===== src/rtl/cda_pkg.sv =====
package cda_pkg;

   localparam int YEAR_W  = 14;
   localparam int MONTH_W = 4;
   localparam int DAY_W   = 5;
   localparam int OFFS_W  = 12;
   localparam int WDAY_W  = 3;

   // shared divide unit: 15-bit dividend by one of two constant divisors,
   // quotient from a reciprocal scaled by 2^RCP_SHIFT and rounded up
   localparam int DIV_W     = 15;
   localparam int REM_W     = 7;
   localparam int RCP_W     = 17;
   localparam int RCP_SHIFT = 19;
   localparam int CENT_Q_W  = 8;

   localparam logic [REM_W-1:0]   DIVISOR_CENTURY = 7'd100;
   localparam logic [REM_W-1:0]   DIVISOR_WEEK    = 7'd7;
   localparam logic [RCP_W-1:0]   RECIP_CENTURY   = 17'd5243;
   localparam logic [RCP_W-1:0]   RECIP_WEEK      = 17'd74899;
   localparam logic [REM_W-1:0]   CENTURY_LAST    = 7'd99;
   localparam logic [MONTH_W-1:0] MONTH_JAN       = 4'd1;
   localparam logic [MONTH_W-1:0] MONTH_FEB       = 4'd2;
   localparam logic [MONTH_W-1:0] MONTH_DEC       = 4'd12;

   typedef struct packed {
      logic [YEAR_W-1:0]  in_year;
      logic [MONTH_W-1:0] in_month;
      logic [DAY_W-1:0]   in_day;
      logic [OFFS_W-1:0]  day_offset;
   } req_type;

   typedef struct packed {
      logic               date_valid;
      logic [WDAY_W-1:0]  weekday;
      logic [YEAR_W-1:0]  out_year;
      logic [MONTH_W-1:0] out_month;
      logic [DAY_W-1:0]   out_day;
   } rsp_type;

   typedef struct packed {
      logic start;
   } div_ctl_type;

   typedef struct packed {
      logic busy;
      logic done;
   } div_stat_type;

   function automatic logic [DAY_W-1:0] month_days(input logic [MONTH_W-1:0] m,
                                                   input logic leap);
      logic [DAY_W-1:0] len;
      case (m)
         4'd2:    len = leap ? 5'd29 : 5'd28;
         4'd4:    len = 5'd30;
         4'd6:    len = 5'd30;
         4'd9:    len = 5'd30;
         4'd11:   len = 5'd30;
         default: len = 5'd31;
      endcase
      return len;
   endfunction

   // 3 * (m + 1) / 5 for m counted from March = 3 to February = 14
   function automatic logic [3:0] march_term(input logic [MONTH_W:0] m);
      logic [3:0] t;
      case (m)
         5'd3:    t = 4'd2;
         5'd4:    t = 4'd3;
         5'd5:    t = 4'd3;
         5'd6:    t = 4'd4;
         5'd7:    t = 4'd4;
         5'd8:    t = 4'd5;
         5'd9:    t = 4'd6;
         5'd10:   t = 4'd6;
         5'd11:   t = 4'd7;
         5'd12:   t = 4'd7;
         5'd13:   t = 4'd8;
         5'd14:   t = 4'd9;
         default: t = 4'd0;
      endcase
      return t;
   endfunction

endpackage


===== src/rtl/cda_div.sv =====
module cda_div (
   input  logic                         clock,
   input  logic                         reset,
   input  cda_pkg::div_ctl_type         ctl,
   input  logic [cda_pkg::DIV_W-1:0]    dividend,
   input  logic [cda_pkg::REM_W-1:0]    divisor,
   output cda_pkg::div_stat_type        stat,
   output logic [cda_pkg::DIV_W-1:0]    quotient,
   output logic [cda_pkg::REM_W-1:0]    remainder
);
   import cda_pkg::*;

   localparam int PROD_W = DIV_W + RCP_W;

   logic                 busy_ff;
   logic                 done_ff;
   logic                 phase_ff;
   logic [DIV_W-1:0]     num_ff;
   logic [REM_W-1:0]     dsr_ff;
   logic [RCP_W-1:0]     rcp_ff;
   logic [DIV_W-1:0]     quot_ff;
   logic [REM_W-1:0]     rem_ff;

   logic [RCP_W-1:0]     rcp_in;
   logic [PROD_W-1:0]    prod;
   logic [DIV_W-1:0]     quot_in;
   logic [DIV_W-1:0]     back;
   logic [DIV_W-1:0]     diff;

   always_comb begin
      case (divisor)
         DIVISOR_CENTURY: rcp_in = RECIP_CENTURY;
         DIVISOR_WEEK:    rcp_in = RECIP_WEEK;
         default:         rcp_in = '0;
      endcase
      // quotient from the scaled reciprocal, remainder by multiplying back
      prod    = {{RCP_W{1'b0}}, num_ff} * {{DIV_W{1'b0}}, rcp_ff};
      quot_in = DIV_W'(prod[PROD_W-1:RCP_SHIFT]);
      back    = quot_ff * {{(DIV_W-REM_W){1'b0}}, dsr_ff};
      diff    = num_ff - back;
   end

   always_ff @(posedge clock) begin
      if (reset) begin
         busy_ff  <= 1'b0;
         done_ff  <= 1'b0;
         phase_ff <= 1'b0;
      end else begin
         done_ff <= 1'b0;
         if (ctl.start) begin
            busy_ff  <= 1'b1;
            phase_ff <= 1'b0;
            num_ff   <= dividend;
            dsr_ff   <= divisor;
            rcp_ff   <= rcp_in;
         end else if (busy_ff) begin
            phase_ff <= 1'b1;
            if (!phase_ff) begin
               quot_ff <= quot_in;
            end else begin
               rem_ff  <= diff[REM_W-1:0];
               busy_ff <= 1'b0;
               done_ff <= 1'b1;
            end
         end
      end
   end

   assign stat.busy = busy_ff;
   assign stat.done = done_ff;
   assign quotient  = quot_ff;
   assign remainder = rem_ff;

endmodule


===== src/rtl/calendar_date_add_weekday.sv =====
// Gregorian date checker, day-of-week and day adder.
// req channel: one item holds year, month, day and a day offset; it is taken
// when req_valid and req_ready are both high. rsp channel: one item per request
// with the validity flag, the weekday (0 = Monday) and the shifted date.
// Only one request is worked on at a time; req_ready is high between requests,
// also while a finished response still waits on rsp.
// Per item, the work is two passes through the shared divide unit
// (year / 100 for the leap and century terms, then the weekday sum mod 7),
// plus intake, checking, summing, walk exit and output; the month walk is
// one compare and subtract a cycle, one step per month boundary crossed.
// An invalid date skips both the weekday pass and the walk.
// Reset (synchronous) returns the sequencer to idle and drops any pending
// response. When the receiver stalls, the response is held in the output
// register; one more request may be taken and worked on, and its result waits
// until the register frees.
module calendar_date_add_weekday #(
   parameter int OFFSET_BITS = 12
) (
   input  logic             clock,
   input  logic             reset,
   input  logic             req_valid,
   output logic             req_ready,
   input  cda_pkg::req_type req_item,
   output logic             rsp_valid,
   input  logic             rsp_ready,
   output cda_pkg::rsp_type rsp_item
);
   import cda_pkg::*;

   localparam int OB_EFF = (OFFSET_BITS < OFFS_W) ? OFFSET_BITS : OFFS_W;
   localparam int ODW    = OB_EFF + 1;

   typedef enum logic [2:0] {
      ST_IDLE,
      ST_DIV_YEAR,
      ST_CHECK,
      ST_WSUM_A,
      ST_WSUM_B,
      ST_DIV_WEEK,
      ST_STEP,
      ST_FINISH
   } state_type;

   state_type           state_ff;
   logic                rsp_valid_ff;
   rsp_type             rsp_ff;

   logic [YEAR_W-1:0]   year_ff;
   logic [MONTH_W-1:0]  month_ff;
   logic [DAY_W-1:0]    day_ff;
   logic [OB_EFF-1:0]   offs_ff;

   logic                valid_ff;
   logic [WDAY_W-1:0]   wday_ff;
   logic [YEAR_W-1:0]   oy_ff;
   logic [MONTH_W-1:0]  om_ff;
   logic [ODW-1:0]      od_ff;
   logic [REM_W-1:0]    cent_rem_ff;
   logic [1:0]          cent_q_ff;

   logic [6:0]          dm_ff;
   logic [YEAR_W-1:0]   yp_ff;
   logic [CENT_Q_W-1:0] qp_ff;
   logic                yzero_ff;
   logic [DIV_W-1:0]    acc_ff;

   div_ctl_type         div_ctl_ff;
   logic [DIV_W-1:0]    div_num_ff;
   logic [REM_W-1:0]    div_dsr_ff;
   div_stat_type        div_stat;
   logic [DIV_W-1:0]    div_quot;
   logic [REM_W-1:0]    div_rem;

   cda_div u_div (
      .clock     (clock),
      .reset     (reset),
      .ctl       (div_ctl_ff),
      .dividend  (div_num_ff),
      .divisor   (div_dsr_ff),
      .stat      (div_stat),
      .quotient  (div_quot),
      .remainder (div_rem)
   );

   logic [CENT_Q_W-1:0] q100;
   logic                leap_in;
   logic                valid_in;
   logic                early_in;
   logic [MONTH_W:0]    mp_in;
   logic                leap_cur;
   logic [DAY_W-1:0]    mlen_cur;
   logic [ODW-1:0]      mlen_ext;

   always_comb begin
      q100     = div_quot[CENT_Q_W-1:0];
      leap_in  = ((year_ff[1:0] == 2'd0) && (div_rem != '0)) ||
                 ((div_rem == '0) && (q100[1:0] == 2'd0));
      valid_in = (month_ff >= MONTH_JAN) && (month_ff <= MONTH_DEC) &&
                 (day_ff != '0) && (day_ff <= month_days(month_ff, leap_in));
      early_in = month_ff <= MONTH_FEB;
      mp_in    = early_in ? ({1'b0, month_ff} + 5'd12) : {1'b0, month_ff};
      // leap test of the running year from its century counters
      leap_cur = ((oy_ff[1:0] == 2'd0) && (cent_rem_ff != '0)) ||
                 ((cent_rem_ff == '0) && (cent_q_ff == 2'd0));
      mlen_cur = month_days(om_ff, leap_cur);
      mlen_ext = ODW'(mlen_cur);
   end

   assign req_ready = (state_ff == ST_IDLE);
   assign rsp_valid = rsp_valid_ff;
   assign rsp_item  = rsp_ff;

   always_ff @(posedge clock) begin
      if (reset) begin
         state_ff     <= ST_IDLE;
         rsp_valid_ff <= 1'b0;
         div_ctl_ff   <= '0;
      end else begin
         div_ctl_ff.start <= 1'b0;
         if (rsp_valid_ff && rsp_ready) begin
            rsp_valid_ff <= 1'b0;
         end
         case (state_ff)
            ST_IDLE: begin
               if (req_valid) begin
                  year_ff          <= req_item.in_year;
                  month_ff         <= req_item.in_month;
                  day_ff           <= req_item.in_day;
                  offs_ff          <= req_item.day_offset[OB_EFF-1:0];
                  div_num_ff       <= DIV_W'(req_item.in_year);
                  div_dsr_ff       <= DIVISOR_CENTURY;
                  div_ctl_ff.start <= 1'b1;
                  state_ff         <= ST_DIV_YEAR;
               end
            end
            ST_DIV_YEAR: begin
               if (div_stat.done && !div_stat.busy) begin
                  state_ff <= ST_CHECK;
               end
            end
            ST_CHECK: begin
               valid_ff    <= valid_in;
               wday_ff     <= '0;
               oy_ff       <= year_ff;
               om_ff       <= month_ff;
               cent_rem_ff <= div_rem;
               cent_q_ff   <= q100[1:0];
               dm_ff       <= 7'(day_ff) + 7'({mp_in, 1'b0}) + 7'(march_term(mp_in));
               yzero_ff    <= 1'b0;
               yp_ff       <= year_ff;
               qp_ff       <= q100;
               if (early_in) begin
                  // January and February belong to the previous year
                  if (year_ff == '0) begin
                     yzero_ff <= 1'b1;
                     yp_ff    <= '0;
                     qp_ff    <= '0;
                  end else begin
                     yp_ff <= year_ff - 1'b1;
                     if (div_rem == '0) begin
                        qp_ff <= q100 - 1'b1;
                     end
                  end
               end
               if (valid_in) begin
                  od_ff    <= ODW'(day_ff) + ODW'(offs_ff);
                  state_ff <= ST_WSUM_A;
               end else begin
                  od_ff    <= ODW'(day_ff);
                  state_ff <= ST_FINISH;
               end
            end
            ST_WSUM_A: begin
               acc_ff   <= DIV_W'(dm_ff) + DIV_W'(yp_ff) + DIV_W'(yp_ff[YEAR_W-1:2])
                           - DIV_W'(yzero_ff);
               state_ff <= ST_WSUM_B;
            end
            ST_WSUM_B: begin
               div_num_ff       <= acc_ff - DIV_W'(qp_ff) + DIV_W'(qp_ff[CENT_Q_W-1:2]);
               div_dsr_ff       <= DIVISOR_WEEK;
               div_ctl_ff.start <= 1'b1;
               state_ff         <= ST_DIV_WEEK;
            end
            ST_DIV_WEEK: begin
               if (div_stat.done && !div_stat.busy) begin
                  wday_ff  <= div_rem[WDAY_W-1:0];
                  state_ff <= ST_STEP;
               end
            end
            ST_STEP: begin
               // advance one month while the day count overruns it
               if (od_ff > mlen_ext) begin
                  od_ff <= od_ff - mlen_ext;
                  if (om_ff == MONTH_DEC) begin
                     om_ff <= MONTH_JAN;
                     oy_ff <= oy_ff + 1'b1;
                     if (cent_rem_ff == CENTURY_LAST) begin
                        cent_rem_ff <= '0;
                        cent_q_ff   <= cent_q_ff + 1'b1;
                     end else begin
                        cent_rem_ff <= cent_rem_ff + 1'b1;
                     end
                  end else begin
                     om_ff <= om_ff + 1'b1;
                  end
               end else begin
                  state_ff <= ST_FINISH;
               end
            end
            ST_FINISH: begin
               // hold until the output register is free
               if (!rsp_valid_ff || rsp_ready) begin
                  rsp_ff.date_valid <= valid_ff;
                  rsp_ff.weekday    <= wday_ff;
                  rsp_ff.out_year   <= oy_ff;
                  rsp_ff.out_month  <= om_ff;
                  rsp_ff.out_day    <= od_ff[DAY_W-1:0];
                  rsp_valid_ff      <= 1'b1;
                  state_ff          <= ST_IDLE;
               end
            end
            default: begin
               state_ff <= ST_IDLE;
            end
         endcase
      end
   end

endmodule


===== config.mk =====
export PLATFORM = sky130hd
export DESIGN_NAME = calendar_date_add_weekday
export DESIGN_NICKNAME = d
export VERILOG_FILES = /design/src/rtl/cda_pkg.sv /design/src/rtl/cda_div.sv /design/src/rtl/calendar_date_add_weekday.sv
export SDC_FILE = /design/constraint.sdc
export NUM_CORES = 1
export LEC_CHECK = 0
export ABC_AREA = 1
export BUFFER_PORTS_ARGS = -buffer_cell sky130_fd_sc_hd__buf_2
export CORE_MARGIN = 3
export CORE_UTILIZATION = 55
export DETAILED_ROUTE_END_ITERATION = 6
export GPL_TIMING_DRIVEN = 0
export PLACE_DENSITY = 0.83
export SLEW_MARGIN = 20
export SYNTH_ARGS = -nofsm -noshare
export SYNTH_HDL_FRONTEND = slang
export SYNTH_SLANG_ARGS = --single-unit

===== constraint.sdc =====
create_clock -name clock -period 6.7 [get_ports clock]
set_clock_uncertainty 0.1 [all_clocks]
set_input_delay 0.335 -clock clock [delete_from_list [all_inputs] [get_ports clock]]
set_output_delay 0.335 -clock clock [all_outputs]
set_load 0.01 [all_outputs]

==> key figures <==
Run status
  • Run status: finished clean

STA
  • Period Utilization, post-route: between 90 and 100%
  • Maximum clock frequency: around 0.16 GHz
  • Total setup violations reported at the end of the flow: 0
  • Post-layout minimum cycle time: 6.17 ns
  • Max Slew Vio Count: 0
  • Unrepaired setup endpoints after global routing: false
  • Transition time at the pin with the least slew margin: 0.993 ns
  • Setup Total Neg Slack: 0 ns
  • Slew headroom: 33.3%
  • Count of final hold-check violations: 0

Power
  • Standby leakage power: between 9 and 10 nW
  • Internal power contribution: approximately 0.0042 W
  • Pwr/cell area: 392 nW/um^2
  • Portion of total power attributed to combinational logic: 61.8%
  • Overall power of the completed layout: 0.00789 W
  • Maximum ir drop on the vdd rail: approximately 0.33 mV
  • Part of the power in registers: between 20% and 30%
  • Switch Pwr: approximately 0.0037 W
  • Switching portion of total power: between 40% and 50%
  • Fraction of power consumed by the clock network: around 14%

Finish
  • Combined area of the multi-input logic cells: 10,200 um^2
  • Non-filler cells, final: 2,619
  • Area taken by flip-flops and latches: 6260 um^2
  • Total number of nets in the final design: roughly 2,600
  • Fillers: 2,577
  • Area growth from synthesis to layout: 10.9%
  • Diodes inserted: 0
  • Ratio of cells with drive above 1 in the final layout: between 6 and 7%

Critical path
  • Setup slack, reg-to-reg: 0.53 ns
  • Worst Setup EP: u_div.quotient[7]
  • Reg-to-reg critical path endpoint: u_div.quotient[7]
  • Most common cell type on the critical path: nand2_1
  • Register-to-Register Path Depth: 22
  • Start point of the critical path: u_div.rcp_ff[10]
  • Largest stage delay on the critical path: 0.56 ns
  • Slowest cell on the critical path: clkbuf_1
  • CP Data Arrival Time: roughly 6.3 ns
  • Chain of cells forming the critical path: buf_2, clkbuf_1, nand2_1, xor2_1, ha_1, or2_2, fa_1, inv_1, fa_1, inv_1, fa_1, fa_1, fa_1, ha_1, a21oi_1, o21ai_0, nand2_1, nand2_1, a21oi_1, nand2_1, nand2_1, nand2_1
  • Critical Path Source Type: flop
  • Req. time, crit path: 6.86 ns
  • Category of the most critical setup path: flop to flop
  • Origin of the critical flop-to-flop path: u_div.rcp_ff[10]
  • Max Fanout on Critical Path: 10
  • Crit path capture type: flop

Placement
  • GP Congestion: 0.945
  • Number of port buffers: 67
  • Number of placed instances, taps included: about 2,600
  • Detail Placement HPWL: 34,200 um

Logic synthesis
  • Synth cell types: 49
  • Flip-flop and latch count after synthesis: 211
  • Number of synthesis warnings: 0
  • Mean instance size in the synthesized netlist: 8.91 um^2
  • Share of synthesized area occupied by flip-flops and latches: 34.4%
  • Cells after synthesis: 2,040
  • Number of nets produced by synthesis: 2,425
  • Cell area after technology mapping: 18,200 um^2

Detailed routing
  • Iteration count of the initial detailed-routing pass: 6
  • Average detailed-routed wire length per instance: 16.4 um
  • Violation count after the first detailed-route iteration: 1,080
  • Routed via count divided by cell count: 5.45
  • Number of remaining DRC errors: 0
  • Via count: around 14,000
  • WL final: 43,000 um
  • Number of antenna-violating nets in the routed design: 0

Global route
  • Global-route track usage on met2: between 40% and 50%
  • Met3 track demand over resource in global routing: 2.08%
  • Initial antenna violation count: 0
  • Overall fraction of global-route tracks in use: 24.7%
  • Wire length of the first global-routing pass: 71,100 um
  • Most congested layer reported by global routing: met2
  • Global Route met1 Usage: 30.4%
  • Maximum number of pins on one net before global-route repair: 29
  • Overflow after GRT: 0
  • Vias in the first global route: 14,700

Clocking
  • Count of H-tree levels built during CTS: 1
  • Clock latency of the later-clocked register in the worst-skew pair: 0.51 ns
  • TritonCTS clock tree: yes
  • Root Driver: clkbuf_16
  • Sink Count: 211
  • Cells resized by post-CTS repair: 0
  • Clock-pin slew on the worst setup and hold paths: ~0.06 ns
  • Post-CTS Setup Bufs: 0
  • Max Buffers Root-to-Sink: 3
  • CTS buffer count: 21

Die
  • Die boundary height: 188 um
  • Die Wd: ~190 um
  • I/O pins: 68
  • FP Rows: 65
  • Die area: 35,300 um^2
  • Area of the placeable core: 32,000 um^2
  • Initial standard-cell utilization of the core: 56.7%

Min path
  • Type of the tightest min-delay check: primary input to flop

Run
  • MaxCap Viol Count: 0
## critical path, delay by kind of cell (launching register included)
kind	cells	cell delay, ns
fa+ha+maj	7	3.04
buf+inv	4	0.89
simple gates	7	0.79
compound gates	3	0.58
flops	1	0.31
xor+xnor	1	0.21
## power by group through the flow
stage / combinational (W) / clock (W) / sequential, W
2_1_floorplan: 0.00364 / 0 / 0.00190
3_3_place_gp: 0.00465 / 0 / 0.00194
3_5_place_dp: 0.00479 / 0 / 0.00194
4_1_cts: 0.00487 / 0.00110 / 0.00192
5_1_grt: 0.00563 / 0.00116 / 0.00193
6_report: 0.00488 / 0.00110 / 0.00192
## state kept, by name, indices dropped and copies added, names as in the netlist, 2 cells and up
register         flops
acc_ff              15
cent_q_ff            2
cent_rem_ff          7
day_ff               5
div_dsr_ff           2
div_num_ff          15
dm_ff                7
month_ff             4
od_ff               13
offs_ff             12
om_ff                4
oy_ff               14
qp_ff                8
rsp_item            27
state_ff             3
u_div.dsr_ff         2
u_div.num_ff        15
u_div.quotient       8
u_div.rcp_ff         3
u_div.remainder      7
wday_ff              3
year_ff             14
yp_ff               14
## area by class of cell
type / count / area share, %
multi-input cells: 1363 / 50.5
flip-flops and latches: 211 / 31.0
inverters: 445 / 8.29
repair buffers: 110 / 3.85
clock buffers: 28 / 2.94
well taps: 435 / 2.70
plain buffers: 21 / 0.521
clock inverters: 6 / 0.155
## cells by family (layout without fill, tap and decap cells)
logic type	count (synthesis)	after routing	synth area share [%]
compound gates	240	240	7.36
xor+xnor	59	59	2.84
fa+ha+maj	346	346	28.8
buf+inv	466	610	9.77
flops	211	211	34.4
mux	1	1	0.0551
simple gates	717	717	16.8
## layer usage
metal	vias to the layer above	share of wire, %
li1	6841	-
met1	6747	40
met2	544	51
met3	139	5.6
met4	0	4.1
met5	-	0
## Yosys cell counts, drive strengths merged
cell    instances  area share [%]
clkbuf          8            0.17
o221ai          1           0.048
nor4            5            0.17
o21a            5            0.21
buf            13            0.41
edfxtp        203              34
inv           445             9.2
a211oi          3            0.12
xor2           38             1.8
xnor2          21             1.0
dfxtp           8            0.88
a22oi           3            0.12
and2            1           0.034
or2             3            0.10
a221oi          1           0.048
nand2         397             8.4
a21o            7            0.29
o21ai          92             2.6
nand3          89             2.5
nand3b          9            0.37
nor3b           3            0.15
o21bai         15            0.62
ha            226              16
a21boi          4            0.17
o22ai          11            0.38
o211ai          1           0.041
nand4          24            0.91
nor2          171             3.7
fa            120              13
a31o            2           0.096
nor3           15            0.44
a21oi          91             2.5
a31oi           4            0.14
mux2i           1           0.055
## what timing repair did
item | in CTS | in global routing
setup endpoints to repair | 0 | 0
hold endpoints to repair | 35 | 0
hold buffers | 35 | 0
## layout by cell type, fill, tap and decap left out, types with 21 or more instances in the layout
cell / Yosys / routed
dlygate4sd3_1: 0 / 35
nand2_1: 390 / 390
buf_2: 9 / 76
xor2_1: 38 / 38
clkbuf_16: 0 / 21
xnor2_1: 21 / 21
a21oi_1: 90 / 89
nor2_1: 166 / 161
fa_1: 120 / 120
nand3_1: 87 / 87
o21ai_0: 85 / 85
edfxtp_1: 203 / 203
nand4_1: 23 / 23
ha_1: 226 / 226
inv_1: 443 / 443
## through the flow
stage	instance area, um^2	hold WS [ns]	util (%)	setup WS (ns)
floorplan	18200	0.300	-	1.32
finish	20200	0.0488	62.9	0.528
CTS	20200	0.0313	62.9	0.537
detailed placement	19200	0.305	59.9	0.545
global route	20200	0.0686	62.9	0.226
global placement	19100	0.301	59.5	0.513
## how the worst min path moves through the flow
stage,start,to,slack [ns],cells past startpoint
final,rsp_ready,rsp_valid,0.05,4
after global routing,reset,state_ff[0],0.07,4
after CTS,reset,state_ff[0],0.03,4
after detailed placement,wday_ff[1],rsp_item[24],0.30,0
after global placement,div_num_ff[4],u_div.num_ff[4],0.30,0
after floorplan,wday_ff[0],rsp_item[23],0.30,0
(Power assumes the default switching activity.)
